## src/rtl/core/wss_pkg.sv

```systemverilog
// ----------------------------------------------------------------------------
// wss_pkg
// Shared types and constants of the waveset segmenter.
// ----------------------------------------------------------------------------
package wss_pkg;

    localparam int LEN_BITS = 24;

    typedef struct packed {
        logic full;
        logic empty;
    } wss_qstat_t;

endpackage

```

## src/rtl/core/wss_front.sv

```systemverilog
// ----------------------------------------------------------------------------
// wss_front
// Sample intake: squares each sample, tracks rising zero crossings and the
// open span, and hands every closed span to the job queue.
// ----------------------------------------------------------------------------
module wss_front
    import wss_pkg::*;
#(
    parameter int SAMPLE_BITS = 16,
    parameter int POS_BITS    = 32,
    parameter int ACC_BITS    = 48,
    localparam int SQ_BITS    = 2 * SAMPLE_BITS,
    localparam int SUM_BITS   = (ACC_BITS > SQ_BITS) ? ACC_BITS : SQ_BITS,
    localparam int JOB_BITS   = 2 * POS_BITS + SUM_BITS
)
(
    input  logic                   clk,
    input  logic                   rst_n,
    input  logic                   in_valid,
    output logic                   in_ready,
    input  logic [SAMPLE_BITS-1:0] sample,
    input  logic [LEN_BITS-1:0]    min_length,
    input  wss_qstat_t             qstat,
    output logic                   push,
    output logic [JOB_BITS-1:0]    job
);

    localparam int CMP_BITS = (POS_BITS > LEN_BITS) ? POS_BITS : LEN_BITS;
    localparam logic [SUM_BITS:0] ACC_MAX =
        {{(SUM_BITS + 1 - ACC_BITS){1'b0}}, {ACC_BITS{1'b1}}};

    logic                have_prev_reg,  have_prev_next;
    logic                prev_nonpos_reg, prev_nonpos_next;
    logic [POS_BITS-1:0] pos_reg,        pos_next;
    logic                cross_valid_reg, cross_valid_next;
    logic [POS_BITS-1:0] cross_pos_reg,  cross_pos_next;
    logic [SUM_BITS-1:0] sum_reg,        sum_next;

    logic                   accept;
    logic                   negative;
    logic                   positive;
    logic                   crossing;
    logic                   long_enough;
    logic [SAMPLE_BITS-1:0] mag;
    logic [SQ_BITS-1:0]     sq;
    logic [POS_BITS-1:0]    span_len;
    logic [SUM_BITS:0]      sum_wide;
    logic [SUM_BITS-1:0]    sum_sat;

    assign in_ready = !qstat.full;
    assign accept   = in_valid && in_ready;

    assign negative = sample[SAMPLE_BITS-1];
    assign positive = !negative && (sample != '0);
    assign mag      = negative ? (~sample + 1'b1) : sample;
    assign sq       = SQ_BITS'(mag) * SQ_BITS'(mag);
    assign crossing = have_prev_reg && prev_nonpos_reg && positive;

    assign span_len    = pos_reg - cross_pos_reg;
    assign long_enough = CMP_BITS'(span_len) > CMP_BITS'(min_length);

    assign sum_wide = {1'b0, sum_reg} + (SUM_BITS + 1)'(sq);
    assign sum_sat  = (sum_wide > ACC_MAX) ? ACC_MAX[SUM_BITS-1:0] : sum_wide[SUM_BITS-1:0];

    assign push = accept && crossing && cross_valid_reg && long_enough;
    assign job  = {cross_pos_reg, pos_reg, sum_reg};

    always_comb
    begin
        have_prev_next   = have_prev_reg;
        prev_nonpos_next = prev_nonpos_reg;
        pos_next         = pos_reg;
        cross_valid_next = cross_valid_reg;
        cross_pos_next   = cross_pos_reg;
        sum_next         = sum_reg;
        if (accept)
        begin
            have_prev_next   = 1'b1;
            prev_nonpos_next = !positive;
            pos_next         = pos_reg + 1'b1;
            if (crossing && !cross_valid_reg)
            begin
                cross_valid_next = 1'b1;
                cross_pos_next   = pos_reg;
                sum_next         = SUM_BITS'(sq);
            end
            else if (crossing && long_enough)
            begin
                cross_pos_next = pos_reg;
                sum_next       = SUM_BITS'(sq);
            end
            else
            begin
                sum_next = sum_sat;
            end
        end
    end

    always_ff @(posedge clk or negedge rst_n)
    begin
        if (!rst_n)
        begin
            have_prev_reg   <= 1'b0;
            prev_nonpos_reg <= 1'b0;
            pos_reg         <= '0;
            cross_valid_reg <= 1'b0;
            cross_pos_reg   <= '0;
            sum_reg         <= '0;
        end
        else
        begin
            have_prev_reg   <= have_prev_next;
            prev_nonpos_reg <= prev_nonpos_next;
            pos_reg         <= pos_next;
            cross_valid_reg <= cross_valid_next;
            cross_pos_reg   <= cross_pos_next;
            sum_reg         <= sum_next;
        end
    end

endmodule

```

## src/rtl/core/wss_queue.sv

```systemverilog
// ----------------------------------------------------------------------------
// wss_queue
// Two-entry job queue between the sample intake and the RMS engine.
// ----------------------------------------------------------------------------
module wss_queue
    import wss_pkg::*;
#(
    parameter int WIDTH = 128
)
(
    input  logic             clk,
    input  logic             rst_n,
    input  logic             push,
    input  logic [WIDTH-1:0] wr_data,
    input  logic             pop,
    output logic [WIDTH-1:0] rd_data,
    output wss_qstat_t       qstat
);

    logic [WIDTH-1:0] entry_reg [2];
    logic             wr_ptr_reg, wr_ptr_next;
    logic             rd_ptr_reg, rd_ptr_next;
    logic [1:0]       count_reg,  count_next;
    logic             do_push;
    logic             do_pop;

    assign qstat.full  = (count_reg == 2'd2);
    assign qstat.empty = (count_reg == 2'd0);
    assign do_push     = push && !qstat.full;
    assign do_pop      = pop && !qstat.empty;
    assign rd_data     = entry_reg[rd_ptr_reg];

    always_comb
    begin
        wr_ptr_next = wr_ptr_reg ^ do_push;
        rd_ptr_next = rd_ptr_reg ^ do_pop;
        count_next  = count_reg + {1'b0, do_push} - {1'b0, do_pop};
    end

    always_ff @(posedge clk or negedge rst_n)
    begin
        if (!rst_n)
        begin
            wr_ptr_reg <= 1'b0;
            rd_ptr_reg <= 1'b0;
            count_reg  <= 2'd0;
        end
        else
        begin
            wr_ptr_reg <= wr_ptr_next;
            rd_ptr_reg <= rd_ptr_next;
            count_reg  <= count_next;
        end
    end

    always_ff @(posedge clk)
    begin
        if (do_push)
        begin
            entry_reg[wr_ptr_reg] <= wr_data;
        end
    end

endmodule

```

## src/rtl/core/wss_back.sv

```systemverilog
// ----------------------------------------------------------------------------
// wss_back
// RMS engine: restoring divide of the square sum by the span length, one
// quotient bit per cycle, then a digit-by-digit square root, one root bit
// per cycle, and an output register.
// ----------------------------------------------------------------------------
module wss_back
    import wss_pkg::*;
#(
    parameter int SAMPLE_BITS = 16,
    parameter int POS_BITS    = 32,
    parameter int ACC_BITS    = 48,
    localparam int SQ_BITS    = 2 * SAMPLE_BITS,
    localparam int SUM_BITS   = (ACC_BITS > SQ_BITS) ? ACC_BITS : SQ_BITS,
    localparam int JOB_BITS   = 2 * POS_BITS + SUM_BITS
)
(
    input  logic                   clk,
    input  logic                   rst_n,
    input  wss_qstat_t             qstat,
    input  logic [JOB_BITS-1:0]    job,
    output logic                   pop,
    output logic                   out_valid,
    input  logic                   out_ready,
    output logic [POS_BITS-1:0]    start_pos,
    output logic [POS_BITS-1:0]    end_pos,
    output logic [SAMPLE_BITS-1:0] rms
);

    localparam int ROOT_BITS = (SUM_BITS + 1) / 2;
    localparam int VAL_BITS  = 2 * ROOT_BITS;
    localparam int CNT_BITS  = $clog2(SUM_BITS);

    localparam logic [1:0] ST_IDLE = 2'd0;
    localparam logic [1:0] ST_DIV  = 2'd1;
    localparam logic [1:0] ST_SQRT = 2'd2;
    localparam logic [1:0] ST_OUT  = 2'd3;

    logic [1:0]             state_reg, state_next;
    logic [CNT_BITS-1:0]    cnt_reg,   cnt_next;
    logic [POS_BITS-1:0]    start_reg, start_next;
    logic [POS_BITS-1:0]    end_reg,   end_next;
    logic [POS_BITS-1:0]    div_reg,   div_next;
    logic [POS_BITS-1:0]    rem_reg,   rem_next;
    logic [SUM_BITS-1:0]    quot_reg,  quot_next;
    logic [VAL_BITS-1:0]    val_reg,   val_next;
    logic [ROOT_BITS-1:0]   root_reg,  root_next;
    logic [ROOT_BITS:0]     srem_reg,  srem_next;
    logic [SAMPLE_BITS-1:0] rms_reg,   rms_next;

    logic [POS_BITS:0]      rem_sh;
    logic                   div_ge;
    logic [SUM_BITS-1:0]    quot_step;
    logic [ROOT_BITS+2:0]   srem_sh;
    logic [ROOT_BITS+2:0]   trial;
    logic                   sqrt_ge;
    logic [ROOT_BITS-1:0]   root_step;

    assign rem_sh    = {rem_reg, quot_reg[SUM_BITS-1]};
    assign div_ge    = rem_sh >= {1'b0, div_reg};
    assign quot_step = {quot_reg[SUM_BITS-2:0], div_ge};

    assign srem_sh   = {srem_reg, val_reg[VAL_BITS-1 -: 2]};
    assign trial     = {1'b0, root_reg, 2'b01};
    assign sqrt_ge   = srem_sh >= trial;
    assign root_step = {root_reg[ROOT_BITS-2:0], sqrt_ge};

    assign pop       = (state_reg == ST_IDLE) && !qstat.empty;
    assign out_valid = (state_reg == ST_OUT);
    assign start_pos = start_reg;
    assign end_pos   = end_reg;
    assign rms       = rms_reg;

    always_comb
    begin
        state_next = state_reg;
        cnt_next   = cnt_reg;
        start_next = start_reg;
        end_next   = end_reg;
        div_next   = div_reg;
        rem_next   = rem_reg;
        quot_next  = quot_reg;
        val_next   = val_reg;
        root_next  = root_reg;
        srem_next  = srem_reg;
        rms_next   = rms_reg;
        case (state_reg)
            ST_IDLE:
            begin
                if (!qstat.empty)
                begin
                    start_next = job[JOB_BITS-1 -: POS_BITS];
                    end_next   = job[SUM_BITS +: POS_BITS];
                    div_next   = job[SUM_BITS +: POS_BITS] - job[JOB_BITS-1 -: POS_BITS];
                    quot_next  = job[SUM_BITS-1:0];
                    rem_next   = '0;
                    cnt_next   = CNT_BITS'(SUM_BITS - 1);
                    state_next = ST_DIV;
                end
            end
            ST_DIV:
            begin
                rem_next  = div_ge ? POS_BITS'(rem_sh - {1'b0, div_reg}) : rem_sh[POS_BITS-1:0];
                quot_next = quot_step;
                if (cnt_reg == '0)
                begin
                    val_next   = VAL_BITS'(quot_step);
                    root_next  = '0;
                    srem_next  = '0;
                    cnt_next   = CNT_BITS'(ROOT_BITS - 1);
                    state_next = ST_SQRT;
                end
                else
                begin
                    cnt_next = cnt_reg - 1'b1;
                end
            end
            ST_SQRT:
            begin
                srem_next = sqrt_ge ? (ROOT_BITS + 1)'(srem_sh - trial)
                                    : srem_sh[ROOT_BITS:0];
                root_next = root_step;
                val_next  = {val_reg[VAL_BITS-3:0], 2'b00};
                if (cnt_reg == '0)
                begin
                    rms_next   = root_step[SAMPLE_BITS-1:0];
                    state_next = ST_OUT;
                end
                else
                begin
                    cnt_next = cnt_reg - 1'b1;
                end
            end
            ST_OUT:
            begin
                if (out_ready)
                begin
                    state_next = ST_IDLE;
                end
            end
            default:
            begin
                state_next = ST_IDLE;
            end
        endcase
    end

    always_ff @(posedge clk or negedge rst_n)
    begin
        if (!rst_n)
        begin
            state_reg <= ST_IDLE;
            cnt_reg   <= '0;
        end
        else
        begin
            state_reg <= state_next;
            cnt_reg   <= cnt_next;
        end
    end

    always_ff @(posedge clk)
    begin
        start_reg <= start_next;
        end_reg   <= end_next;
        div_reg   <= div_next;
        rem_reg   <= rem_next;
        quot_reg  <= quot_next;
        val_reg   <= val_next;
        root_reg  <= root_next;
        srem_reg  <= srem_next;
        rms_reg   <= rms_next;
    end

endmodule

```

## src/rtl/core/waveset_segmenter_rms.sv

```systemverilog
// Flow: the closing sample's span goes into the job queue; the RMS engine takes
//   it when idle, divides, takes the square root and holds the result until taken.
// Throughput: one sample per cycle while the two-entry job queue has room;
//   the serial divider and square-root unit finish each job before taking another.
// Reset: rst_n clears all span tracking, the job queue, the engine and
//   min_length; no results are pending after reset.
// ----------------------------------------------------------------------------
// waveset_segmenter_rms
// Splits an audio stream at rising zero crossings and reports each span
// longer than min_length with its position range and RMS level.
// ----------------------------------------------------------------------------
module waveset_segmenter_rms
    import wss_pkg::*;
#(
    parameter int SAMPLE_BITS = 16,
    parameter int POS_BITS    = 32,
    parameter int ACC_BITS    = 48
)
(
    input  logic                   clk,
    input  logic                   rst_n,
    input  logic                   cfg_wr_en,
    input  logic [LEN_BITS-1:0]    cfg_wr_data,
    input  logic                   in_valid,
    output logic                   in_ready,
    input  logic [SAMPLE_BITS-1:0] sample,
    output logic                   out_valid,
    input  logic                   out_ready,
    output logic [POS_BITS-1:0]    start_pos,
    output logic [POS_BITS-1:0]    end_pos,
    output logic [SAMPLE_BITS-1:0] rms
);

    localparam int SQ_BITS  = 2 * SAMPLE_BITS;
    localparam int SUM_BITS = (ACC_BITS > SQ_BITS) ? ACC_BITS : SQ_BITS;
    localparam int JOB_BITS = 2 * POS_BITS + SUM_BITS;

    logic [LEN_BITS-1:0] min_length_reg;
    logic                push;
    logic                pop;
    logic [JOB_BITS-1:0] job_in;
    logic [JOB_BITS-1:0] job_out;
    wss_qstat_t          qstat;

    always_ff @(posedge clk or negedge rst_n)
    begin
        if (!rst_n)
        begin
            min_length_reg <= '0;
        end
        else if (cfg_wr_en)
        begin
            min_length_reg <= cfg_wr_data;
        end
    end

    wss_front #(
        .SAMPLE_BITS (SAMPLE_BITS),
        .POS_BITS    (POS_BITS),
        .ACC_BITS    (ACC_BITS)
    ) u_front (
        .clk        (clk),
        .rst_n      (rst_n),
        .in_valid   (in_valid),
        .in_ready   (in_ready),
        .sample     (sample),
        .min_length (min_length_reg),
        .qstat      (qstat),
        .push       (push),
        .job        (job_in)
    );

    wss_queue #(
        .WIDTH (JOB_BITS)
    ) u_queue (
        .clk     (clk),
        .rst_n   (rst_n),
        .push    (push),
        .wr_data (job_in),
        .pop     (pop),
        .rd_data (job_out),
        .qstat   (qstat)
    );

    wss_back #(
        .SAMPLE_BITS (SAMPLE_BITS),
        .POS_BITS    (POS_BITS),
        .ACC_BITS    (ACC_BITS)
    ) u_back (
        .clk       (clk),
        .rst_n     (rst_n),
        .qstat     (qstat),
        .job       (job_out),
        .pop       (pop),
        .out_valid (out_valid),
        .out_ready (out_ready),
        .start_pos (start_pos),
        .end_pos   (end_pos),
        .rms       (rms)
    );

endmodule

```

## config.mk

```make
export PLATFORM = sky130hd
export DESIGN_NAME = waveset_segmenter_rms
export DESIGN_NICKNAME = d
export VERILOG_FILES = /design/src/rtl/core/wss_pkg.sv /design/src/rtl/core/wss_front.sv /design/src/rtl/core/wss_queue.sv /design/src/rtl/core/wss_back.sv /design/src/rtl/core/waveset_segmenter_rms.sv
export SDC_FILE = /design/constraint.sdc
export NUM_CORES = 2
export LEC_CHECK = 0
export BUFFER_PORTS_ARGS = -buffer_cell sky130_fd_sc_hd__clkbuf_2
export CORE_UTILIZATION = 38
export DETAILED_ROUTE_END_ITERATION = 10
export SLEW_MARGIN = 20
export SYNTH_ARGS = -nofsm -noshare
export SYNTH_HDL_FRONTEND = slang
export SYNTH_SLANG_ARGS = --single-unit
```

## constraint.sdc

```tcl
create_clock -name clk -period 8.41 [get_ports clk]
set_clock_uncertainty 0.1 [all_clocks]
set_input_delay 0.4205 -clock clk [delete_from_list [all_inputs] [get_ports clk]]
set_output_delay 0.4205 -clock clk [all_outputs]
set_load 0.02 [all_outputs]
```

==> flow_summary.ini <==
[run_status]
status = complete, but fails checks
failed_checks = setup timing

[setup_path]
start_kind = primary input
crit_path_max_incr_delay_ns = 0.59
path_common_cell = a21o_1
end_kind = flip-flop
cpMaxStageDelayCell = fa_2
critPathArrivalTime_ns = 8.89
critPathRequiredTime_ns = 8.78
crit_type = in2reg
cp_max_fo = 6

[floorplanning]
pin_count = 127
coreArea_sq_mm = 0.1060
num_rows = 119
fp.dieArea_sq_mm = 0.1090
start_util_pct = 38.58
die_y_um = 330.1
die_width_um = 330.1

[clocking]
insertion_delay_ns = 0.61
clk_pin_slew_ns = 0.06
htreeDepth = 3
clockBufferDepth = 3
cts_buffers = 69
cts_tree = done
clkSinkCount = 664
cts_root_buffer = clkbuf_16

[yosys]
syn-cell-area_sq_mm = 0.04090
netlist_instances = 3658
synthFlopType = edfxtp_1
synth_edf_count = 513
ys_ff_latch = 664
seq_area_frac_synth_pct = 46.90
ys_types = 77
async_flop_share_pct = 22.74
avgSynthCellArea_sq_um = 11.18
yosys_warnings = 0

[route]
drtIter0Drc = 1561
ant_nets = 0
wl_per_cell_um = 16.60
first_pass_iters = 5
via_per_inst = 5.008
wirelength_um = 92110
route.detailed.drc = 0
vias = 27780

[timing]
fin_crit_ns = 8.520
rsz0062_at_grt = true
finalHoldViolCount = 0
fin_crit_sh_pct = 101.3
tightest_slew_ns = 1.030
slew-limit-headroom_pct = 30.70
setup_violations = 37
max_freq_ghz = 0.1174
slew_viol_final = 0
tns_ns = -2.064
setup_ws_ns = -0.1100

[placed_design]
dp_hpwl_um = 68290
portBuffers = 126
placed_cells = 5363
gp_congestion = 0.9139

[layout]
drive_gt1_share_pct = 20.55
syn_to_final_growth_pct = 19.65
nFillCells = 9777
layout_common_cells = 513 x edfxtp_1, 426 x inv_1, 291 x buf_4
final_common_cell = edfxtp_1
final_cells = 5547
largest_register_ffs = 224
fin_nets = 4597

[grt]
grt_start_max_net_pins = 86
grt_pass1_vias = 27704
antenna_found_initial = 2
grtUsageMet1_pct = 23.07
grt_pass1_wl_um = 146600
met2_usage_pct = 28.18
grt_overflow_total = 0
grtUsageTotal_pct = 16.78
use_met3_pct = 1.976
busiest_layer = met2

[run]
drv_cap = 0

[worst_hold_path]
hold_class = in2reg
-- per-stage QoR --
step	worst slack (ns)	utilization (%)	instance area [sq um]	hold WS [ns]
after floorplan	-0.4680	-	41360	0.02491
after global placement	-0.8590	42.94	45530	0.3339
after detailed placement	-0.9856	42.94	45530	0.3338
after CTS	-0.08679	45.67	48420	0.01209
after global routing	-0.4882	46.16	48940	0.03493
final	-0.1100	46.17	48940	0.05833
-- logic make-up (layout without fill, tap and decap cells) --
family	after synthesis	count (layout)	share of synthesized area, %
AOI/OAI and AO/OA	682	682	10.53
muxes	257	257	6.684
other	2	12	0.01836
DFF	664	664	46.90
and+or+nand+nor	848	848	9.382
xor gates and xnor gates	209	209	4.475
buffers and inverters	542	1030	5.081
adders and majority gates	454	454	16.93
-- cell usage after synthesis, types with 8 or more instances --
cell type | count | area share (%)
a211oi_1 | 31 | 0.57
a21boi_0 | 8 | 0.15
a21o_1 | 85 | 1.6
a21oi_1 | 179 | 2.2
a31oi_1 | 33 | 0.50
a41oi_1 | 9 | 0.19
and2_1 | 19 | 0.29
and3_1 | 36 | 0.55
clkbuf_1 | 82 | 0.75
clkinv_1 | 8 | 0.073
dfrtp_1 | 151 | 9.2
edfxtp_1 | 513 | 38
fa_1 | 166 | 8.1
ha_1 | 288 | 8.8
inv_1 | 437 | 4.0
mux2_2 | 128 | 3.5
mux2i_1 | 128 | 3.1
nand2_1 | 275 | 2.5
nand2b_1 | 28 | 0.43
nand3_1 | 66 | 0.81
nand4_1 | 31 | 0.47
nor2_1 | 266 | 2.4
nor2b_1 | 20 | 0.31
nor3_1 | 51 | 0.62
nor4_1 | 12 | 0.18
o211ai_1 | 12 | 0.22
o21a_1 | 23 | 0.42
o21ai_0 | 179 | 2.2
o21bai_1 | 24 | 0.44
o22ai_1 | 11 | 0.17
o31ai_1 | 16 | 0.29
or3_1 | 19 | 0.29
xnor2_1 | 152 | 3.3
xor2_1 | 57 | 1.2
-- critical path, delay by kind of cell --
family                   cells  cell delay, ns
adder cells (fa/ha/maj)      8            3.50
AND/OR/NAND/NOR             10            1.67
XOR/XNOR                     1            0.26
buffers and inverters       10            1.04
AO/OA/AOI/OAI               14            2.00
-- worst paths after layout --
kind / start / to / slack [ns] / cells past startpoint
max: sample[2] / u_front.sum_reg[19] / -0.11 / 43
min: cfg_wr_data[12] / min_length_reg[12] / 0.06 / 3
max reg2reg: u_front.pos_reg[0] / u_queue.entry_reg[0][104] / 1.72 / 27
min reg2reg: u_back.root_reg[5] / u_back.rms[6] / 0.34 / 0
max in group asynchronous: rst_n / u_queue.rd_ptr_reg / 6.27 / 3
min in group asynchronous: rst_n / u_front.sum_reg[31] / 0.39 / 2
-- final cells by class --
cell class	instances	area [sq um]	share of cell area, %
antenna	1	2.502	0.005113
clock buffer	94	1933	3.950
clock inverter	34	282.8	0.5778
inverter	445	1708	3.490
multi-input combinational	2461	20730	42.35
sequential	664	19190	39.20
tap	1391	1740	3.556
timing repair buffer	457	3361	6.867
-- metal layers --
layer  part of all wire (%)  wire, um  vias up
met5                      0         0        -
met4                    1.9      1727        0
met3                    3.7      3435      102
met2                     47     43700      460
met1                     47     43250    13468
li1                       -         -    13750
-- what timing repair did --
action | in CTS | in global routing
hold buffers | 17 | 0
resized for setup | 69 | 83
setup endpoints to repair | 47 | 48
gates cloned | 1 | 2
hold endpoints to repair | 100 | 0
setup buffers | 23 | 12
pin swaps | 45 | 43
Power is left out: the tool's default activity adds up to more than one toggle a clock period on the data nets, which glitch-free logic cannot reach.
